## config.mk

```make
export PLATFORM = sky130hd
export DESIGN_NAME = msgpack_header_encoder_core
export DESIGN_NICKNAME = d
export VERILOG_FILES = /design/src/sv/mhe_pkg.sv /design/src/sv/mhe_front.sv /design/src/sv/mhe_queue.sv /design/src/sv/mhe_back.sv /design/src/sv/msgpack_header_encoder_core.sv
export SDC_FILE = /design/constraint.sdc
export NUM_CORES = 1
export LEC_CHECK = 0
export BUFFER_PORTS_ARGS = -buffer_cell sky130_fd_sc_hd__buf_4
export CAP_MARGIN = 20
export CORE_UTILIZATION = 42
export CTS_CLUSTER_DIAMETER = 60
export DETAILED_ROUTE_END_ITERATION = 6
export PLACE_DENSITY = 0.69
export REMOVE_ABC_BUFFERS = 1
export SKIP_CTS_REPAIR_TIMING = 1
export SLEW_MARGIN = 0
export SYNTH_ARGS = -nofsm -noshare
export SYNTH_HDL_FRONTEND = slang
export SYNTH_SLANG_ARGS = --single-unit
```

## constraint.sdc

```tcl
create_clock -name clk -period 13.43 [get_ports clk]
set_input_delay 0.6715 -clock clk [delete_from_list [all_inputs] [get_ports clk]]
set_output_delay 0.6715 -clock clk [all_outputs]
set_load 0.01 [all_outputs]
```

## src/sv/mhe_pkg.sv

```systemverilog
package mhe_pkg;

    // Item kinds on the mode input.
    localparam logic [2:0] MODE_INT     = 3'd0;
    localparam logic [2:0] MODE_STR     = 3'd1;
    localparam logic [2:0] MODE_BIN     = 3'd2;
    localparam logic [2:0] MODE_EXT     = 3'd3;
    localparam logic [2:0] MODE_ARRAY   = 3'd4;
    localparam logic [2:0] MODE_MAP     = 3'd5;
    localparam logic [2:0] MODE_PAYLOAD = 3'd6;

    // MessagePack format codes.
    localparam logic [7:0] FMT_FIXSTR   = 8'ha0;
    localparam logic [7:0] FMT_FIXARRAY = 8'h90;
    localparam logic [7:0] FMT_FIXMAP   = 8'h80;
    localparam logic [7:0] FMT_UINT8    = 8'hcc;
    localparam logic [7:0] FMT_UINT16   = 8'hcd;
    localparam logic [7:0] FMT_UINT32   = 8'hce;
    localparam logic [7:0] FMT_UINT64   = 8'hcf;
    localparam logic [7:0] FMT_INT8     = 8'hd0;
    localparam logic [7:0] FMT_INT16    = 8'hd1;
    localparam logic [7:0] FMT_INT32    = 8'hd2;
    localparam logic [7:0] FMT_INT64    = 8'hd3;
    localparam logic [7:0] FMT_STR8     = 8'hd9;
    localparam logic [7:0] FMT_STR16    = 8'hda;
    localparam logic [7:0] FMT_STR32    = 8'hdb;
    localparam logic [7:0] FMT_BIN8     = 8'hc4;
    localparam logic [7:0] FMT_BIN16    = 8'hc5;
    localparam logic [7:0] FMT_BIN32    = 8'hc6;
    localparam logic [7:0] FMT_FIXEXT1  = 8'hd4;
    localparam logic [7:0] FMT_FIXEXT2  = 8'hd5;
    localparam logic [7:0] FMT_FIXEXT4  = 8'hd6;
    localparam logic [7:0] FMT_FIXEXT8  = 8'hd7;
    localparam logic [7:0] FMT_FIXEXT16 = 8'hd8;
    localparam logic [7:0] FMT_EXT8     = 8'hc7;
    localparam logic [7:0] FMT_EXT16    = 8'hc8;
    localparam logic [7:0] FMT_EXT32    = 8'hc9;
    localparam logic [7:0] FMT_ARRAY16  = 8'hdc;
    localparam logic [7:0] FMT_ARRAY32  = 8'hdd;
    localparam logic [7:0] FMT_MAP16    = 8'hde;
    localparam logic [7:0] FMT_MAP32    = 8'hdf;

    // One classified item: a head byte, an optional type byte, then the
    // low nbytes bytes of value sent most significant first.
    typedef struct packed {
        logic [7:0]  head;
        logic        has_type;
        logic [7:0]  type_byte;
        logic [63:0] value;
        logic [3:0]  nbytes;
    } desc_t;

endpackage

```

## src/sv/mhe_front.sv

```systemverilog
module mhe_front
    import mhe_pkg::*;
(
    input  logic [2:0]         mode,
    input  logic signed [63:0] number,
    input  logic [31:0]        length,
    input  logic [7:0]         ext_type,
    input  logic [7:0]         payload_byte,
    output logic               item_ok,
    output desc_t              desc
);

    logic [63:0] num_u;
    logic [31:0] count;

    assign num_u = $unsigned(number);
    assign count = num_u[31:0];

    always_comb
    begin
        item_ok        = 1'b1;
        desc.head      = 8'h00;
        desc.has_type  = 1'b0;
        desc.type_byte = ext_type;
        desc.value     = {32'h0, length};
        desc.nbytes    = 4'd0;
        unique case (mode)
            MODE_INT:
            begin
                desc.value = num_u;
                if (!num_u[63])
                begin
                    priority if (num_u[63:7] == '0)
                        desc.head = num_u[7:0];
                    else if (num_u[63:8] == '0)
                    begin
                        desc.head = FMT_UINT8;  desc.nbytes = 4'd1;
                    end
                    else if (num_u[63:16] == '0)
                    begin
                        desc.head = FMT_UINT16; desc.nbytes = 4'd2;
                    end
                    else if (num_u[63:32] == '0)
                    begin
                        desc.head = FMT_UINT32; desc.nbytes = 4'd4;
                    end
                    else
                    begin
                        desc.head = FMT_UINT64; desc.nbytes = 4'd8;
                    end
                end
                else
                begin
                    priority if (&num_u[63:5])
                        desc.head = num_u[7:0];
                    else if (&num_u[63:7])
                    begin
                        desc.head = FMT_INT8;  desc.nbytes = 4'd1;
                    end
                    else if (&num_u[63:15])
                    begin
                        desc.head = FMT_INT16; desc.nbytes = 4'd2;
                    end
                    else if (&num_u[63:31])
                    begin
                        desc.head = FMT_INT32; desc.nbytes = 4'd4;
                    end
                    else
                    begin
                        desc.head = FMT_INT64; desc.nbytes = 4'd8;
                    end
                end
            end
            MODE_STR:
            begin
                priority if (length[31:5] == '0)
                    desc.head = FMT_FIXSTR | {3'b000, length[4:0]};
                else if (length[31:8] == '0)
                begin
                    desc.head = FMT_STR8;  desc.nbytes = 4'd1;
                end
                else if (length[31:16] == '0)
                begin
                    desc.head = FMT_STR16; desc.nbytes = 4'd2;
                end
                else
                begin
                    desc.head = FMT_STR32; desc.nbytes = 4'd4;
                end
            end
            MODE_BIN:
            begin
                priority if (length[31:8] == '0)
                begin
                    desc.head = FMT_BIN8;  desc.nbytes = 4'd1;
                end
                else if (length[31:16] == '0)
                begin
                    desc.head = FMT_BIN16; desc.nbytes = 4'd2;
                end
                else
                begin
                    desc.head = FMT_BIN32; desc.nbytes = 4'd4;
                end
            end
            MODE_EXT:
            begin
                desc.has_type = 1'b1;
                priority if (length == 32'd1)
                    desc.head = FMT_FIXEXT1;
                else if (length == 32'd2)
                    desc.head = FMT_FIXEXT2;
                else if (length == 32'd4)
                    desc.head = FMT_FIXEXT4;
                else if (length == 32'd8)
                    desc.head = FMT_FIXEXT8;
                else if (length == 32'd16)
                    desc.head = FMT_FIXEXT16;
                else if (length[31:8] == '0)
                begin
                    desc.head = FMT_EXT8;  desc.nbytes = 4'd1;
                end
                else if (length[31:16] == '0)
                begin
                    desc.head = FMT_EXT16; desc.nbytes = 4'd2;
                end
                else
                begin
                    desc.head = FMT_EXT32; desc.nbytes = 4'd4;
                end
            end
            MODE_ARRAY, MODE_MAP:
            begin
                desc.value = {32'h0, count};
                priority if (count[31:4] == '0)
                    desc.head = ((mode == MODE_ARRAY) ? FMT_FIXARRAY : FMT_FIXMAP)
                                | {4'h0, count[3:0]};
                else if (count[31:16] == '0)
                begin
                    desc.head   = (mode == MODE_ARRAY) ? FMT_ARRAY16 : FMT_MAP16;
                    desc.nbytes = 4'd2;
                end
                else
                begin
                    desc.head   = (mode == MODE_ARRAY) ? FMT_ARRAY32 : FMT_MAP32;
                    desc.nbytes = 4'd4;
                end
            end
            MODE_PAYLOAD:
                desc.head = payload_byte;
            default:
                item_ok = 1'b0;   // The unused mode produces no bytes.
        endcase
    end

endmodule

```

## src/sv/mhe_queue.sv

```systemverilog
module mhe_queue
    import mhe_pkg::*;
#(
    parameter int DEPTH = 2
)
(
    input  logic  clk,
    input  logic  rst_n,
    input  logic  push,
    input  desc_t wdata,
    input  logic  pop,
    output desc_t rdata,
    output logic  not_empty,
    output logic  full
);

    localparam int PTR_W = (DEPTH > 1) ? $clog2(DEPTH) : 1;
    localparam int CNT_W = $clog2(DEPTH + 1);

    desc_t             mem_reg [DEPTH];
    logic [PTR_W-1:0]  wr_ptr_reg;
    logic [PTR_W-1:0]  wr_ptr_next;
    logic [PTR_W-1:0]  rd_ptr_reg;
    logic [PTR_W-1:0]  rd_ptr_next;
    logic [CNT_W-1:0]  count_reg;
    logic [CNT_W-1:0]  count_next;

    assign rdata     = mem_reg[rd_ptr_reg];
    assign not_empty = (count_reg != '0);
    assign full      = (count_reg == CNT_W'(DEPTH));

    always_comb
    begin
        wr_ptr_next = wr_ptr_reg;
        rd_ptr_next = rd_ptr_reg;
        count_next  = count_reg;
        if (push)
            wr_ptr_next = (wr_ptr_reg == PTR_W'(DEPTH - 1)) ? '0 : wr_ptr_reg + 1'b1;
        if (pop)
            rd_ptr_next = (rd_ptr_reg == PTR_W'(DEPTH - 1)) ? '0 : rd_ptr_reg + 1'b1;
        if (push && !pop)
            count_next = count_reg + 1'b1;
        else if (pop && !push)
            count_next = count_reg - 1'b1;
    end

    always_ff @(posedge clk or negedge rst_n)
    begin
        if (!rst_n)
        begin
            wr_ptr_reg <= '0;
            rd_ptr_reg <= '0;
            count_reg  <= '0;
        end
        else
        begin
            wr_ptr_reg <= wr_ptr_next;
            rd_ptr_reg <= rd_ptr_next;
            count_reg  <= count_next;
        end
    end

    always_ff @(posedge clk)
    begin
        if (push)
            mem_reg[wr_ptr_reg] <= wdata;
    end

endmodule

```

## src/sv/mhe_back.sv

```systemverilog
module mhe_back
    import mhe_pkg::*;
(
    input  logic       clk,
    input  logic       rst_n,
    input  logic       desc_valid,
    input  desc_t      desc,
    output logic       pop,
    output logic [7:0] out_byte,
    output logic       last,
    output logic       strobe
);

    logic [3:0] idx_reg;
    logic [3:0] idx_next;
    logic [3:0] last_idx;
    logic [3:0] pos;
    logic       is_last;
    logic [7:0] byte_sel;
    logic       strobe_reg;
    logic       strobe_next;
    logic [7:0] out_byte_reg;
    logic [7:0] out_byte_next;
    logic       last_reg;
    logic       last_next;

    always_comb
    begin
        last_idx = desc.nbytes + {3'b000, desc.has_type};
        is_last  = (idx_reg == last_idx);
        // Byte position inside value, counted from the least significant byte.
        pos      = last_idx - idx_reg;
        priority if (idx_reg == 4'd0)
            byte_sel = desc.head;
        else if (desc.has_type && idx_reg == 4'd1)
            byte_sel = desc.type_byte;
        else
            byte_sel = desc.value[{pos[2:0], 3'b000} +: 8];

        pop           = desc_valid && is_last;
        strobe_next   = desc_valid;
        out_byte_next = byte_sel;
        last_next     = is_last;
        idx_next      = idx_reg;
        if (desc_valid)
            idx_next = is_last ? 4'd0 : idx_reg + 4'd1;
    end

    always_ff @(posedge clk or negedge rst_n)
    begin
        if (!rst_n)
        begin
            idx_reg    <= 4'd0;
            strobe_reg <= 1'b0;
        end
        else
        begin
            idx_reg    <= idx_next;
            strobe_reg <= strobe_next;
        end
    end

    always_ff @(posedge clk)
    begin
        out_byte_reg <= out_byte_next;
        last_reg     <= last_next;
    end

    assign out_byte = out_byte_reg;
    assign last     = last_reg;
    assign strobe   = strobe_reg;

endmodule

```

## src/sv/msgpack_header_encoder_core.sv

```systemverilog
// MessagePack item serializer. The user issues one item per transaction by
// raising start while busy is low; mode picks an integer, a str, bin or ext
// header, an array or map header, or a single raw payload byte, and number,
// length, ext_type and payload_byte carry the operands. Mode 7 is accepted
// and produces nothing.
// Each item becomes one to nine bytes on out_byte, one byte per cycle, each
// marked by a one-cycle strobe; last is high on the final byte of an item.
// The receiver must take every strobed byte, there is no back-pressure.
// The first byte of an item is written into the queue and then registered
// on the outputs when the serializer is free. Throughput: one transaction per
// cycle for single-byte items; an item of N bytes holds the output until all
// of its N bytes are out, and the queue between classifier and serializer
// absorbs QUEUE_DEPTH items before busy rises. The byte rate of the single
// serializer sets the limit. Reset empties the queue and clears strobe and
// busy at once; no clearing pass is needed.
module msgpack_header_encoder_core
    import mhe_pkg::*;
#(
    parameter int QUEUE_DEPTH = 2
)
(
    input  logic               clk,
    input  logic               rst_n,
    input  logic               start,
    output logic               busy,
    input  logic [2:0]         mode,
    input  logic signed [63:0] number,
    input  logic [31:0]        length,
    input  logic [7:0]         ext_type,
    input  logic [7:0]         payload_byte,
    output logic [7:0]         out_byte,
    output logic               last,
    output logic               strobe
);

    // Classified item from the front end, before it enters the queue.
    desc_t front_desc;
    logic  front_ok;
    // Head of the queue as seen by the serializer.
    desc_t head_desc;
    logic  head_valid;
    logic  queue_full;
    logic  push;
    logic  pop;

    mhe_front u_front (
        .mode         (mode),
        .number       (number),
        .length       (length),
        .ext_type     (ext_type),
        .payload_byte (payload_byte),
        .item_ok      (front_ok),
        .desc         (front_desc)
    );

    // A transaction is taken whenever the queue has room; items that make
    // no bytes are dropped here and never occupy a slot.
    assign busy = queue_full;
    assign push = start && !queue_full && front_ok;

    mhe_queue #(
        .DEPTH (QUEUE_DEPTH)
    ) u_queue (
        .clk       (clk),
        .rst_n     (rst_n),
        .push      (push),
        .wdata     (front_desc),
        .pop       (pop),
        .rdata     (head_desc),
        .not_empty (head_valid),
        .full      (queue_full)
    );

    // The serializer walks the head item one byte per cycle and frees the
    // slot in the same cycle that its last byte goes to the output register.
    mhe_back u_back (
        .clk        (clk),
        .rst_n      (rst_n),
        .desc_valid (head_valid),
        .desc       (head_desc),
        .pop        (pop),
        .out_byte   (out_byte),
        .last       (last),
        .strobe     (strobe)
    );

endmodule

```

---- Yosys cells after proc, flatten, opt, wreduce, memory -nomap -nowiden ----
Memories as Yosys holds them, arrays and structs flattened.
Index checks and enable logic that the tools add are counted.
operators by class
  $add $sub $neg .......................... 7
  $mul .................................... 0
  div/mod/pow operators ................... 0
  order comparisons ....................... 0
  eq/ne operators ......................... 14
  shifts and indexed selects .............. 1
  muxes and demuxes ....................... 59
  bitwise operators ....................... 1
  reductions and logical operators ........ 28
operators with widths
  kind                   number
  $mux W8                17
  $pmux W64 S2           1
  $mux W4                19
  $shiftx A64 B7 Y8      1
  $reduce_and A59 Y1     1
  $logic_not A57 Y1      1
  $reduce_and A57 Y1     1
  $logic_not A56 Y1      1
  $reduce_and A49 Y1     1
  $logic_not A48 Y1      1
  $pmux W8 S6            1
  $reduce_and A33 Y1     1
  $eq A32 B1 Y1 const B  1
  $eq A32 B2 Y1 const B  1
  $eq A32 B3 Y1 const B  1
  $eq A32 B4 Y1 const B  1
  $eq A32 B5 Y1 const B  1
  $logic_not A16 Y1      2
  $logic_not A32 Y1      1
  $logic_not A28 Y1      1
  $logic_not A27 Y1      1
  $logic_not A24 Y1      1
  $pmux W4 S5            1
  $mux W2                7
  other kinds (23)       45
word-level totals
  register bits ........................... 18
  bits in latches ......................... 0
  RAM bits ................................ 170
  ROM bits ................................ 0
  output and inout port bits .............. 11
  memories kept ........................... 1
memories
  memory           depth  bits a word  read ports  clocked after Yosys merged registers in  write ports  line             source
  u_queue.mem_reg  2      85           1           0                                        1            mhe_queue.sv:20  desc_t mem_reg [DEPTH];

---- Longest topological paths before layout ----
  depth after elaboration ................. 9
  mapped depth ............................ 16
  gate-level depth less buffers ........... 12

---- Hierarchy ----
A second synthesis with hierarchy kept.
unflattened totals
  cells, all modules ...................... 666
  area total of the unflattened synthesis .. 9715.6 µm²
by module, submodules not included
  module                       instances  cells an instance  area an instance (µm²)  sequential area each (µm²)
  mhe_queue                    1          281                6527.5                  5205.0
  mhe_front                    1          269                1890.6                  0.0
  mhe_back                     1          115                1288.7                  305.3
  msgpack_header_encoder_core  1          1                  8.8                     0.0

---- Least setup slack after synthesis ----
Ideal clock, no wire load.
  path kind ............................... input to register
  start ................................... input mode[0]
  end ..................................... memory u_queue.mem_reg[0][0] (netlist name), enable pin
  data arrival time ....................... 4843 ps
  required time ........................... 12901 ps
  setup slack ............................. 8058 ps
  cell stages on the path ................. 5
  path buffers ............................ 2
  path through ............................ clkbuf_1 > clkbuf_1 > nand3_1 > nand3b_1 > nor2_1
between the ends
  longest elaborated chain between the ends .. 6
  elaborated cells between the ends (all ways) .. 12
  those cells by class .................... 6 x eq/ne; 3 x mux; 3 x reduce/logical
ends and longest elaborated chain
  what                                   line                               source
  from (decl)                            msgpack_header_encoder_core.sv:26  input logic [2:0] mode,
  $eq A3 B1 Y1 (tied with other cells)   mhe_front.sv:27                    unique case (mode)
  $reduce_or A7 Y1 (no source line) (*)  --
  $mux W1 (*)                            mhe_front.sv:27
  $logic_and A1 B1 Y1 (*)                msgpack_header_encoder_core.sv:59  assign push = start && !queue_full && front_ok;
  $mux W1 (*)                            mhe_queue.sv:65                    if (push)
  $mux W1 (not written as such) (*)      mhe_queue.sv:66                    mem_reg[wr_ptr_reg] <= wdata;
  to (decl)                              mhe_queue.sv:20
Mark *: on every way between the ends. The rest lies on a longest branch, timed or not.

---- Worst setup path in the final report ----
  start ................................... register u_queue.rd_ptr_reg
  end ..................................... register u_back.out_byte_reg[4] (netlist: u_back.out_byte[4])
between the ends
  longest elaborated chain between the ends .. 6
  elaborated cells between the ends (all ways) .. 7
  those cells by class .................... 2 x add/sub; 1 x shift; 2 x mux; 1 x reduce/logical; 1 x memory
ends and longest elaborated chain
  what                          line             source
  from (decl)                   mhe_queue.sv:23  logic [PTR_W-1:0] rd_ptr_reg;
  from (signal assigned)        mhe_queue.sv:58  rd_ptr_reg <= rd_ptr_next;
  $mem_v2 Z2 W85 (*)            --
  $add A4 B1 Y4                 mhe_back.sv:29   last_idx = desc.nbytes + {3'b000, desc.has_type};
  $sub A3 B3 Y3                 mhe_back.sv:32   pos = last_idx - idx_reg;
  $shiftx A64 B7 Y8             mhe_back.sv:38   byte_sel = desc.value[{pos[2:0], 3'b000} +: 8];
  $mux W8                       mhe_back.sv:35   else if (desc.has_type && idx_reg == 4'd1)
  $mux W8 (*)                   mhe_back.sv:33   priority if (idx_reg == 4'd0)
  named net u_back.byte_sel[4]  mhe_back.sv:19   logic [7:0] byte_sel;
  to (signal assigned)          mhe_back.sv:65   out_byte_reg <= out_byte_next;
  to (decl)                     mhe_back.sv:22   logic [7:0] out_byte_reg;
Mark *: on every way through the listed nets, which the timed path passes. The rest lies on a longest branch.
A chain may end at the register's enable or synchronous reset.

==> impl_metrics.json <==
{
  "status": "complete, no violations",
  "fillers": 1673,
  "gp_congestion": 0.929,
  "via_count": 5900,
  "pre_cts_slack_ps": 9390,
  "largest_reg_flops": 170,
  "worst_setup_path_start_kind": "register",
  "critPathSlowestCell": "fa_1",
  "syn_inst": 590,
  "place_area_um2": 10100,
  "num_rows": 52,
  "yosysTopAreaCellShare": 0.573,
  "power_frac_seq": 0.370,
  "p_sw_frac": 0.320,
  "netlist_area_um2": 8910,
  "routed_wirelength_um": 23300,
  "leakagePower_uw": 0.00382,
  "critPathBufInv": 2,
  "grt.total_usage": 0.220,
  "worstPathArrival_ps": 3860,
  "synth_edf_count": 170,
  "nNetsFinal": 840,
  "path_cells": "mux2_2 -> ha_1 -> ha_1 -> inv_1 -> fa_1 -> buf_8 -> mux4_2 -> mux4_2 -> a211oi_1 -> a21oi_1",
  "powerDensity_nw_per_um2": 216,
  "grt_overflow_total": 0,
  "clockRootBuffer": "clkbuf_16",
  "total_power_uw": 2310,
  "crit_path_end_kind": "register",
  "max_freq_ghz": 0.279,
  "fin_setup_tns_ps": 0,
  "initialDrtViolationCount": 705,
  "setup_slack_ps": 9850,
  "synth_cell_types": 64,
  "final.period_utilization": 0.267,
  "initial_core_util": 0.435,
  "synth_area_leader_cell": "edfxtp_1",
  "slew_viol_final": 0,
  "path_class": "reg -> reg",
  "final-seq-area_um2": 5510,
  "worstHoldPathType": "in -> async",
  "antenna_cells": 0,
  "worstMarginPinSlew_ps": 1000,
  "synth_area_leaders": "edfxtp_1 (57%), mux4_2 (9.3%), mux2_2 (4.5%), dfrtp_1 (2.5%), and2_1 (2.4%)",
  "combPwrFrac": 0.432,
  "drv_cap": 0,
  "clk_latency_ps": 430,
  "area_delta_synth_final_pct": 19.8,
  "ant_nets": 0,
  "grt_max_degree": 68,
  "cp_slowest_stage_delay_ps": 610,
  "final_hold_viol_count": 0,
  "yosysWarnings": 0,
  "via_per_inst": 5.92,
  "die_height_um": 148,
  "layout_min_cycle_time_ps": 3580,
  "multi_input_area_um2": 3220,
  "clkPwrFrac": 0.198,
  "ys_ff_latch": 188,
  "antenna_found_initial": 0,
  "clkTransAtPathRegs_ps": 60,
  "hpwlAfterDp_um": 17200,
  "cts_buffers": 17,
  "yosysSeqAreaShare": 0.618,
  "finClkSkew_ps": 6.83,
  "post_drt_wl_per_cell_um": 23.4,
  "cts_sinks": 188,
  "synth.avg_cell_area_um2": 15.1,
  "die_area_um2": 21800,
  "cts_max_level": 4,
  "ys.flop_type": "edfxtp_1",
  "rsz0062_at_grt": "false",
  "ir_drop_v": 0.000118,
  "cts_tree": "done",
  "worstPathMaxFanout": 21,
  "path_delay_family": "multiplexers",
  "drive_gt1_frac": 0.339,
  "relSlewSlack": 0.324,
  "numPortBuffers": 128,
  "p_int_uw": 1570,
  "dr.pass1.iters": 5,
  "switching_power_uw": 740,
  "grt_pass1_vias": 5862,
  "layout_common_cells": "edfxtp_1 (170), buf_4 (134), mux4_2 (37)",
  "core-area_um2": 20500,
  "crit_required_ps": 13700,
  "setup_violations": 0,
  "dieWidth_um": 148,
  "cts.path.max_buffers": 2,
  "ios": 129,
  "synthArstFlopShare": 0.0479,
  "drc": 0,
  "final_common_cell": "edfxtp_1",
  "grt_pass1_wl_um": 34900,
  "final_area_um2": 10700
}
[layer usage]
metal / global-route usage / vias to the layer above / wire length (um)
met5: 0 / - / 0
met4: 0.0809 / 0 / 656
met3: 0.0380 / 59 / 1620
met2: 0.362 / 324 / 11400
met1: 0.295 / 2915 / 9670
li1: - / 2602 / -
[Yosys cell counts (4+ instances only)]
cell type    n
mux4_2      37
clkbuf_1    19
a211oi_1     8
and3_1       6
dfxtp_1      9
nor3b_1      4
dfrtp_1      9
xor2_1       5
edfxtp_1   170
nand2_1     19
nand3_1     12
nor2_1      26
a31oi_1      4
nand4_1     17
ha_1         8
nor3_1       7
o21ai_0     14
and2_1      34
inv_1       14
xnor2_1      6
buf_2        8
mux2i_1     17
o211ai_1     5
mux2_2      36
nor4_1      21
a21oi_1     16
[stage by stage]
stage	utilization	hold WS, ps	cells
global route	0.521	41.9	996
finish	0.521	52.8	996
detailed placement	0.494	497	963
CTS	0.521	35.8	995
floorplan	-	376	559
global placement	0.494	477	963
[power groups by stage]
| stage | Combinational (uW) | Clock, uW | Sequential [uW] |
|---|---|---|---|
| after floorplan | 718 | 0 | 876 |
| after global placement | 965 | 0 | 860 |
| after detailed placement | 993 | 0 | 866 |
| after CTS | 1000 | 465 | 855 |
| after global routing | 1070 | 487 | 865 |
| final | 998 | 457 | 855 |
[final timing paths]
kind / start / end / slack [ps] / cells past startpoint
min: rst_n / u_queue.count_reg[1] / 50 / 1
min reg2reg: u_queue.count_reg[1] / u_queue.count_reg[1] / 500 / 1
min in group clk: ext_type[5] / u_queue.mem_reg[0][73] / 430 / 1
max: u_queue.rd_ptr_reg / u_back.out_byte[4] / 9850 / 10
max reg2reg: u_queue.rd_ptr_reg / u_back.out_byte[4] / 9850 / 10
max in group asynchronous: rst_n / u_queue.rd_ptr_reg / 13230 / 1
[cell families after synthesis]
kind of cell               Yosys count  synth area share
xor gates and xnor gates            13            0.0157
AOI/OAI and AO/OA                   74            0.0545
muxes                               94             0.169
adders and majority gates            9            0.0135
buffers and inverters               45            0.0222
DFF                                188             0.618
and+or+nand+nor                    167             0.107
[area by class of cell]
class	instances	share of cell area
Clock inverter	11	0.00902
Tap cell	270	0.0316
Sequential cell	188	0.516
Timing Repair Buffer	135	0.0956
Multi-Input combinational cell	357	0.302
Inverter	14	0.00492
Clock buffer	21	0.0412
(Power assumes the default switching activity.)
